$ cat config.mk
export PLATFORM = sky130hd
export DESIGN_NAME = modbus_coil_slave_handler
export DESIGN_NICKNAME = d
export VERILOG_FILES = /design/src/rtl/mcs_pkg.sv /design/src/rtl/mcs_regs.sv /design/src/rtl/mcs_exec.sv /design/src/rtl/modbus_coil_slave_handler.sv
export SDC_FILE = /design/constraint.sdc
export NUM_CORES = 1
export LEC_CHECK = 0
export ABC_AREA = 1
export BUFFER_PORTS_ARGS = -buffer_cell sky130_fd_sc_hd__buf_2
export CAP_MARGIN = 30
export CORE_MARGIN = 4
export CORE_UTILIZATION = 47
export DETAILED_ROUTE_END_ITERATION = 8
export PLACE_DENSITY = 0.71
export SLEW_MARGIN = 0
export SYNTH_ARGS = -nofsm -noshare
export SYNTH_HDL_FRONTEND = slang
export SYNTH_HIERARCHICAL = 1
export SYNTH_SLANG_ARGS = --single-unit
$ cat constraint.sdc
create_clock -name clk -period 10.93 [get_ports clk]
set_input_delay 1.093 -clock clk [delete_from_list [all_inputs] [get_ports clk]]
set_output_delay 1.093 -clock clk [all_outputs]
set_load 0.02 [all_outputs]
$ cat src/rtl/mcs_pkg.sv
package mcs_pkg;

    // Supported function codes
    localparam logic [7:0] FN_READ_COILS    = 8'h01;
    localparam logic [7:0] FN_READ_INPUTS   = 8'h02;
    localparam logic [7:0] FN_WRITE_SINGLE  = 8'h05;
    localparam logic [7:0] FN_WRITE_MULTI   = 8'h0F;

    // Coil values for write single coil
    localparam logic [7:0] COIL_ON  = 8'hFF;
    localparam logic [7:0] COIL_OFF = 8'h00;

    localparam logic [7:0] BROADCAST_ADDR = 8'h00;

    // Configuration register reset values
    localparam logic [7:0] SLAVE_ADDR_RESET = 8'h01;
    localparam logic [7:0] INPUTS_RESET     = 8'b0000_1001;

    // Register index (paddr[2])
    localparam logic REG_SLAVE_ADDR = 1'b0;
    localparam logic REG_INPUTS     = 1'b1;

    localparam int unsigned APB_ADDR_W = 3;
    localparam int unsigned APB_DATA_W = 32;

    typedef enum logic [1:0] {
        KIND_READ   = 2'd0,
        KIND_SINGLE = 2'd1,
        KIND_MULTI  = 2'd2,
        KIND_EXC    = 2'd3
    } reply_kind_t;

    typedef enum logic [1:0] {
        EXC_NONE     = 2'd0,
        EXC_FUNCTION = 2'd1,
        EXC_ADDRESS  = 2'd2,
        EXC_VALUE    = 2'd3
    } exc_kind_t;

    typedef struct packed {
        logic [7:0] dst_address;
        logic [7:0] function_code;
        logic [7:0] addr_hi;
        logic [7:0] addr_lo;
        logic [7:0] word_hi;
        logic [7:0] word_lo;
        logic [7:0] coil_bits;
    } req_t;

    typedef struct packed {
        reply_kind_t reply_kind;
        logic [7:0]  reply_function;
        exc_kind_t   exception_kind;
        logic [7:0]  read_bits;
        logic [15:0] echo_address;
        logic [15:0] echo_value;
        logic [7:0]  coil_image;
        logic [15:0] served_count;
    } rsp_t;

    typedef struct packed {
        logic [7:0] slave_address;
        logic [7:0] discrete_inputs;
    } cfg_t;

endpackage

$ cat src/rtl/mcs_regs.sv
module mcs_regs (
    input  logic                              clk,
    input  logic                              rst_n,
    input  logic                              psel,
    input  logic                              penable,
    input  logic                              pwrite,
    input  logic [mcs_pkg::APB_ADDR_W-1:0]    paddr,
    input  logic [mcs_pkg::APB_DATA_W-1:0]    pwdata,
    output logic [mcs_pkg::APB_DATA_W-1:0]    prdata,
    output logic                              pready,
    output mcs_pkg::cfg_t                     cfg
);
    import mcs_pkg::*;

    cfg_t cfg_reg;
    cfg_t cfg_next;
    logic wr_en;

    assign pready = 1'b1;
    assign wr_en  = psel && penable && pwrite;

    // Register write decode
    always_comb
    begin
        cfg_next = cfg_reg;
        if (wr_en)
        begin
            unique case (paddr[2])
                REG_SLAVE_ADDR: cfg_next.slave_address   = pwdata[7:0];
                REG_INPUTS:     cfg_next.discrete_inputs = pwdata[7:0];
            endcase
        end
    end

    always_ff @(posedge clk or negedge rst_n)
    begin
        if (!rst_n)
        begin
            cfg_reg.slave_address   <= SLAVE_ADDR_RESET;
            cfg_reg.discrete_inputs <= INPUTS_RESET;
        end
        else
        begin
            cfg_reg <= cfg_next;
        end
    end

    // Read back
    always_comb
    begin
        unique case (paddr[2])
            REG_SLAVE_ADDR: prdata = {24'h000000, cfg_reg.slave_address};
            REG_INPUTS:     prdata = {24'h000000, cfg_reg.discrete_inputs};
        endcase
    end

    assign cfg = cfg_reg;

endmodule

$ cat src/rtl/mcs_exec.sv
module mcs_exec #(
    parameter int unsigned NUM_COILS = 8
) (
    input  mcs_pkg::req_t         req,
    input  mcs_pkg::cfg_t         cfg,
    input  logic [NUM_COILS-1:0]  coil_cur,
    input  logic [15:0]           count_cur,
    output logic                  hit,
    output logic [NUM_COILS-1:0]  coil_next,
    output mcs_pkg::rsp_t         rsp
);
    import mcs_pkg::*;

    localparam logic [8:0] NC        = 9'(NUM_COILS);
    localparam logic [7:0] COIL_MASK = 8'((9'd1 << NUM_COILS) - 9'd1);

    logic [7:0] coil8;
    logic [7:0] coil8_new;
    logic [7:0] src;
    logic [8:0] span;
    logic [8:0] qmask9;
    logic [7:0] qmask;
    logic [7:0] field;
    logic [7:0] sel;
    logic       range_bad;
    logic       alo_bad;

    assign hit   = (req.dst_address == cfg.slave_address) ||
                   (req.dst_address == BROADCAST_ADDR);
    assign coil8 = 8'(coil_cur);

    // Range checks
    assign span      = {1'b0, req.addr_lo} + {1'b0, req.word_lo};
    assign alo_bad   = ({1'b0, req.addr_lo} >= NC);
    assign range_bad = (req.addr_hi != 8'h00) || (req.word_hi != 8'h00) ||
                       alo_bad || (span > NC);

    // Quantity mask and bit positions; only meaningful when in range
    assign qmask9 = (9'd1 << req.word_lo[3:0]) - 9'd1;
    assign qmask  = qmask9[7:0];
    assign field  = (qmask << req.addr_lo[2:0]) & COIL_MASK;
    assign sel    = 8'd1 << req.addr_lo[2:0];
    assign src    = (req.function_code == FN_READ_COILS) ? coil8 : cfg.discrete_inputs;

    // Function decode
    always_comb
    begin
        rsp                = '0;
        rsp.reply_kind     = KIND_EXC;
        rsp.reply_function = req.function_code;
        rsp.exception_kind = EXC_NONE;
        coil8_new          = coil8;
        unique case (req.function_code)
            FN_READ_COILS, FN_READ_INPUTS:
            begin
                if (range_bad)
                    rsp.exception_kind = EXC_ADDRESS;
                else
                begin
                    rsp.read_bits  = (src >> req.addr_lo[2:0]) & qmask;
                    rsp.reply_kind = KIND_READ;
                end
            end
            FN_WRITE_SINGLE:
            begin
                if ((req.addr_hi != 8'h00) || (req.word_lo != 8'h00) || alo_bad)
                    rsp.exception_kind = EXC_ADDRESS;
                else if ((req.word_hi != COIL_ON) && (req.word_hi != COIL_OFF))
                    rsp.exception_kind = EXC_VALUE;
                else
                begin
                    if (req.word_hi == COIL_ON)
                        coil8_new = (coil8 | sel) & COIL_MASK;
                    else
                        coil8_new = coil8 & ~sel;
                    rsp.echo_address = {8'h00, req.addr_lo};
                    rsp.echo_value   = {req.word_hi, 8'h00};
                    rsp.reply_kind   = KIND_SINGLE;
                end
            end
            FN_WRITE_MULTI:
            begin
                if (range_bad)
                    rsp.exception_kind = EXC_ADDRESS;
                else
                begin
                    coil8_new = (coil8 & ~field) |
                                ((req.coil_bits << req.addr_lo[2:0]) & field);
                    rsp.echo_address = {8'h00, req.addr_lo};
                    rsp.echo_value   = {8'h00, req.word_lo};
                    rsp.reply_kind   = KIND_MULTI;
                end
            end
            default:
            begin
                rsp.exception_kind = EXC_FUNCTION;
            end
        endcase
        // A dropped request leaves the coils alone
        if (!hit)
            coil8_new = coil8;
        rsp.coil_image   = coil8_new;
        rsp.served_count = (rsp.reply_kind != KIND_EXC) ? count_cur + 16'd1 : count_cur;
    end

    assign coil_next = coil8_new[NUM_COILS-1:0];

endmodule

$ cat src/rtl/modbus_coil_slave_handler.sv
// Channel | Valid     | Stall     | Payload            | Notes
// --------+-----------+-----------+--------------------+---------------------------
// request | req_valid | req_stall | req  (mcs_pkg::req_t) | one deframed request
// reply   | rsp_valid | rsp_stall | rsp  (mcs_pkg::rsp_t) | zero or one per request
// config  | psel/penable/pwrite | pready=1 | paddr, pwdata, prdata | APB regs
//
// An accepted request passes from the input register through one evaluation
// pass into the reply register, which also commits the coil and counter state.
// One request per cycle is sustained while rsp_stall is low.
// Requests for another station are dropped in the evaluation stage.
// Reset clears coils and counter; registers return to address 1, inputs 9.
// rsp_stall backs up into req_stall only when both stages hold a request.
module modbus_coil_slave_handler #(
    parameter int unsigned NUM_COILS = 8
) (
    input  logic                              clk,
    input  logic                              rst_n,
    input  logic                              req_valid,
    output logic                              req_stall,
    input  mcs_pkg::req_t                     req,
    output logic                              rsp_valid,
    input  logic                              rsp_stall,
    output mcs_pkg::rsp_t                     rsp,
    input  logic                              psel,
    input  logic                              penable,
    input  logic                              pwrite,
    input  logic [mcs_pkg::APB_ADDR_W-1:0]    paddr,
    input  logic [mcs_pkg::APB_DATA_W-1:0]    pwdata,
    output logic [mcs_pkg::APB_DATA_W-1:0]    prdata,
    output logic                              pready
);
    import mcs_pkg::*;

    cfg_t                 cfg;
    logic                 in_valid_reg;
    req_t                 in_data_reg;
    logic                 out_valid_reg;
    rsp_t                 out_data_reg;
    logic [NUM_COILS-1:0] coil_reg;
    logic [NUM_COILS-1:0] coil_next;
    logic [15:0]          count_reg;
    logic                 hit;
    rsp_t                 rsp_next;
    logic                 consume;
    logic                 out_free;

    mcs_regs u_regs (
        .clk     (clk),
        .rst_n   (rst_n),
        .psel    (psel),
        .penable (penable),
        .pwrite  (pwrite),
        .paddr   (paddr),
        .pwdata  (pwdata),
        .prdata  (prdata),
        .pready  (pready),
        .cfg     (cfg)
    );

    mcs_exec #(
        .NUM_COILS (NUM_COILS)
    ) u_exec (
        .req       (in_data_reg),
        .cfg       (cfg),
        .coil_cur  (coil_reg),
        .count_cur (count_reg),
        .hit       (hit),
        .coil_next (coil_next),
        .rsp       (rsp_next)
    );

    // Stage handshake: a dropped request needs no reply slot
    assign out_free  = !out_valid_reg || !rsp_stall;
    assign consume   = in_valid_reg && (!hit || out_free);
    assign req_stall = in_valid_reg && !consume;

    // Input register
    always_ff @(posedge clk or negedge rst_n)
    begin
        if (!rst_n)
            in_valid_reg <= 1'b0;
        else if (!req_stall)
            in_valid_reg <= req_valid;
    end

    always_ff @(posedge clk)
    begin
        if (req_valid && !req_stall)
            in_data_reg <= req;
    end

    // Reply register
    always_ff @(posedge clk or negedge rst_n)
    begin
        if (!rst_n)
            out_valid_reg <= 1'b0;
        else if (out_free)
            out_valid_reg <= consume && hit;
    end

    always_ff @(posedge clk)
    begin
        if (consume && hit)
            out_data_reg <= rsp_next;
    end

    // Coil and counter state commit with the reply
    always_ff @(posedge clk or negedge rst_n)
    begin
        if (!rst_n)
        begin
            coil_reg  <= '0;
            count_reg <= 16'h0000;
        end
        else if (consume && hit)
        begin
            coil_reg  <= coil_next;
            count_reg <= rsp_next.served_count;
        end
    end

    assign rsp_valid = out_valid_reg;
    assign rsp       = out_data_reg;

endmodule

==> flow_summary.toml <==
[timing]
period_share_pct = 31.8
max_slew_margin_pct = 40.5
setup_viol = 0
finalHoldViolCount = 0
slew_viol_final = 0
tns_ns = 0
finalCriticalPeriod_ns = 3.48
worst_pin_slew_ns = 0.892
postLayoutSetupSlackWorst_ns = 7.45
fmax_mhz = 288
rsz0062_at_grt = "false"
fin_worst_skew_ns = 0.0132

[placement]
hpwl_um = 14800
dp_slack_ns = 7.43
gp_congestion = 0.936
io_buffers = 157
place_area_um2 = 9890

[pwr]
power_w = 0.00153
peakVddDrop_uv = 99.0
power_per_cell_area_nw_per_um2 = 145
leakagePower_nw = 4.55

[detailed_routing]
wirelength_um = 20600
post_drt_wl_per_cell_um = 14.7
via_per_inst = 5.05
first_iter_violations = 529
first_pass_iters = 6
vias = 7092
drtAntennaViolNets = 0
route.detailed.drc = 0

[global_route]
antenna_found_initial = 0
grt_use_met3_pct = 3.62
grt_start_max_net_pins = 71
met2_usage_pct = 32.1
top_usage_layer = "met2"
grt_pass1_vias = 6740
overflow = 0
grt_util_met1_pct = 25.6
grt_pass1_wl_um = 33800
track_usage_pct = 19.3

[worst_setup_path]
start_kind = "flop"
cp_max_fo = 25
end_kind = "flop"
criticalPathCategory = "reg2reg"
worstPathRequired_ns = 11.29
critPathArrivalTime_ns = 3.84
reg2reg_slack_ns = 7.45

[floorplan]
die-area_um2 = 21900
rows = 50
coreArea_um2 = 19000
io_pins = 209
start_util_pct = 48.5
die_w_um = 148
die_h_um = 148

[finish]
drive_gt1_share_pct = 22.3
postLayoutCellArea_um2 = 10500
antenna_cells = 0
fill_cells = 1708
largest_reg_flops = 76
syn_to_final_growth_pct = 14.4
fin_nets = 1239

[logic_synthesis]
netlist_area_um2 = 9200
ys_ff_latch = 174
netlist_instances = 995
async_flop_share_pct = 24.1
synth_top_cell_area_share_pct = 43.1
synth_area_leader_cell = "edfxtp_1"
synth_edf_count = 132
yosys_warnings = 6
synth_sequential_area_ratio_pct = 54.6
synth_top_flop_cell = "edfxtp_1"
syn_avg_cell_area_um2 = 9.24
synth.area.top_cells = "edfxtp_1, nand2_1, dfrtp_1, nand3_1, buf_4"
synth.distinct_cells = 52

[clock_network]
postCtsSetupRepairBufs = 0
ctsHoldBuffers = 0
cts_root_buffer = "clkbuf_16"
cts.sinks = 174
cts_max_path_buffers = 2
cts_tree = "built"
h-tree-depth = 4
path_clk_slew_ns = 0.07
clock_latency_ns = 0.43
cts_buffers = 17
cts_resized = 0

[min_path]
hold_path.class = "reg2reg"

[status]
status = "finished, final reports clean"

[flow_run]
drv_cap = 0
-- synth_stat cells, drive strengths merged, types with 5 or more instances --
library cell / count
xor2: 9
o211ai: 9
dfrtp: 39
nor3: 9
nand4: 19
nand3: 97
clkbuf: 5
o21ai: 49
nor2: 78
edfxtp: 132
buf: 77
nor4: 5
nand2: 323
a21oi: 14
ha: 10
inv: 77
xnor2: 13
or2: 5
-- logic make-up after synthesis --
logic type / after synthesis / synth area share, %
buf+inv: 161 / 9.73
simple gates: 538 / 26.0
mux: 3 / 0.326
compound gates: 83 / 5.55
flops: 174 / 54.6
fa+ha+maj: 11 / 1.58
xor+xnor: 22 / 2.10
other cells: 3 / 0.122
-- cell usage in the layout (no fill, tap or decap), drive strengths merged, types with 3 or more instances in the layout --
cell type  count
a211oi         3
a21oi         14
buf          163
bufinv         3
clkbuf        17
clkinv         7
conb          38
dfrtp         39
dfstp          3
edfxtp       132
ha            10
inv           83
mux2i          3
nand2        323
nand3         97
nand4         19
nor2          78
nor3           9
nor4           5
o211ai         9
o21ai         49
or2            5
xnor2         13
xor2           9
-- critical path, stage by stage (launching register included) --
cell and delay, ns:
edfxtp_1 0.70, ha_1 0.35, fa_1 0.38, nand2_1 0.09, nand2_1 0.10, nand3_2 0.08, nand2_2 0.07, nand2_1 0.06
nand2_1 0.04, nor2_1 0.09, nand2_1 0.06, nor2_2 0.07, buf_4 0.26, inv_2 0.12, nand2_2 0.11, nand3_4 0.14
nand2_4 0.27, nand2_1 0.08, nand2_1 0.12, nand3_1 0.10, nand2_1 0.08
-- path summary, 6_finish.rpt --
check | startpoint | end | depth (start not counted)
max in group asynchronous | rst_n | u_regs/cfg[3] | 2
setup reg to reg | in_data_reg[24] | count_reg[14] | 20
min in group asynchronous | rst_n | count_reg[7] | 1
setup / recovery | in_data_reg[24] | count_reg[14] | 20
hold reg to reg | in_data_reg[45] | rsp[71] | 0
hold / removal | in_data_reg[45] | rsp[71] | 0
-- per-stage QoR --
| step | instances | util (%) | hold slack [ns] |
|---|---|---|---|
| after floorplan | 1030 | - | 0.442 |
| after global placement | 1369 | 52.1 | 0.431 |
| after detailed placement | 1370 | 52.2 | 0.435 |
| after CTS | 1402 | 55.4 | 0.451 |
| after global routing | 1403 | 55.5 | 0.458 |
| final | 1403 | 55.5 | 0.450 |
-- final cells by class --
cell class              count  area, µm²  share of cell area (%)
clock buffers              17        425                    4.04
clock inverters            15        183                    1.74
inverters                  79        302                    2.87
multi-input cells         695       3420                    32.5
flip-flops and latches    174       5020                    47.7
well taps                 260        325                    3.09
repair buffers            163        841                    7.99
-- per-layer routing --
layer / wire length, µm / part of all wire, % / vias up
met5: 0 / 0 / -
met4: 299 / 1.4 / 0
met3: 1220 / 5.9 / 20
met2: 10100 / 49 / 238
met1: 9040 / 44 / 3336
li1: - / - / 3498
-- power by group --
group	internal [W]	total, W	switching (W)
Sequential	0.000739	0.000763	0.0000246
Combinational	0.0000500	0.000145	0.0000948
Clock	0.000364	0.000622	0.000258
No activity file was read; power rests on OpenSTA's default activity.
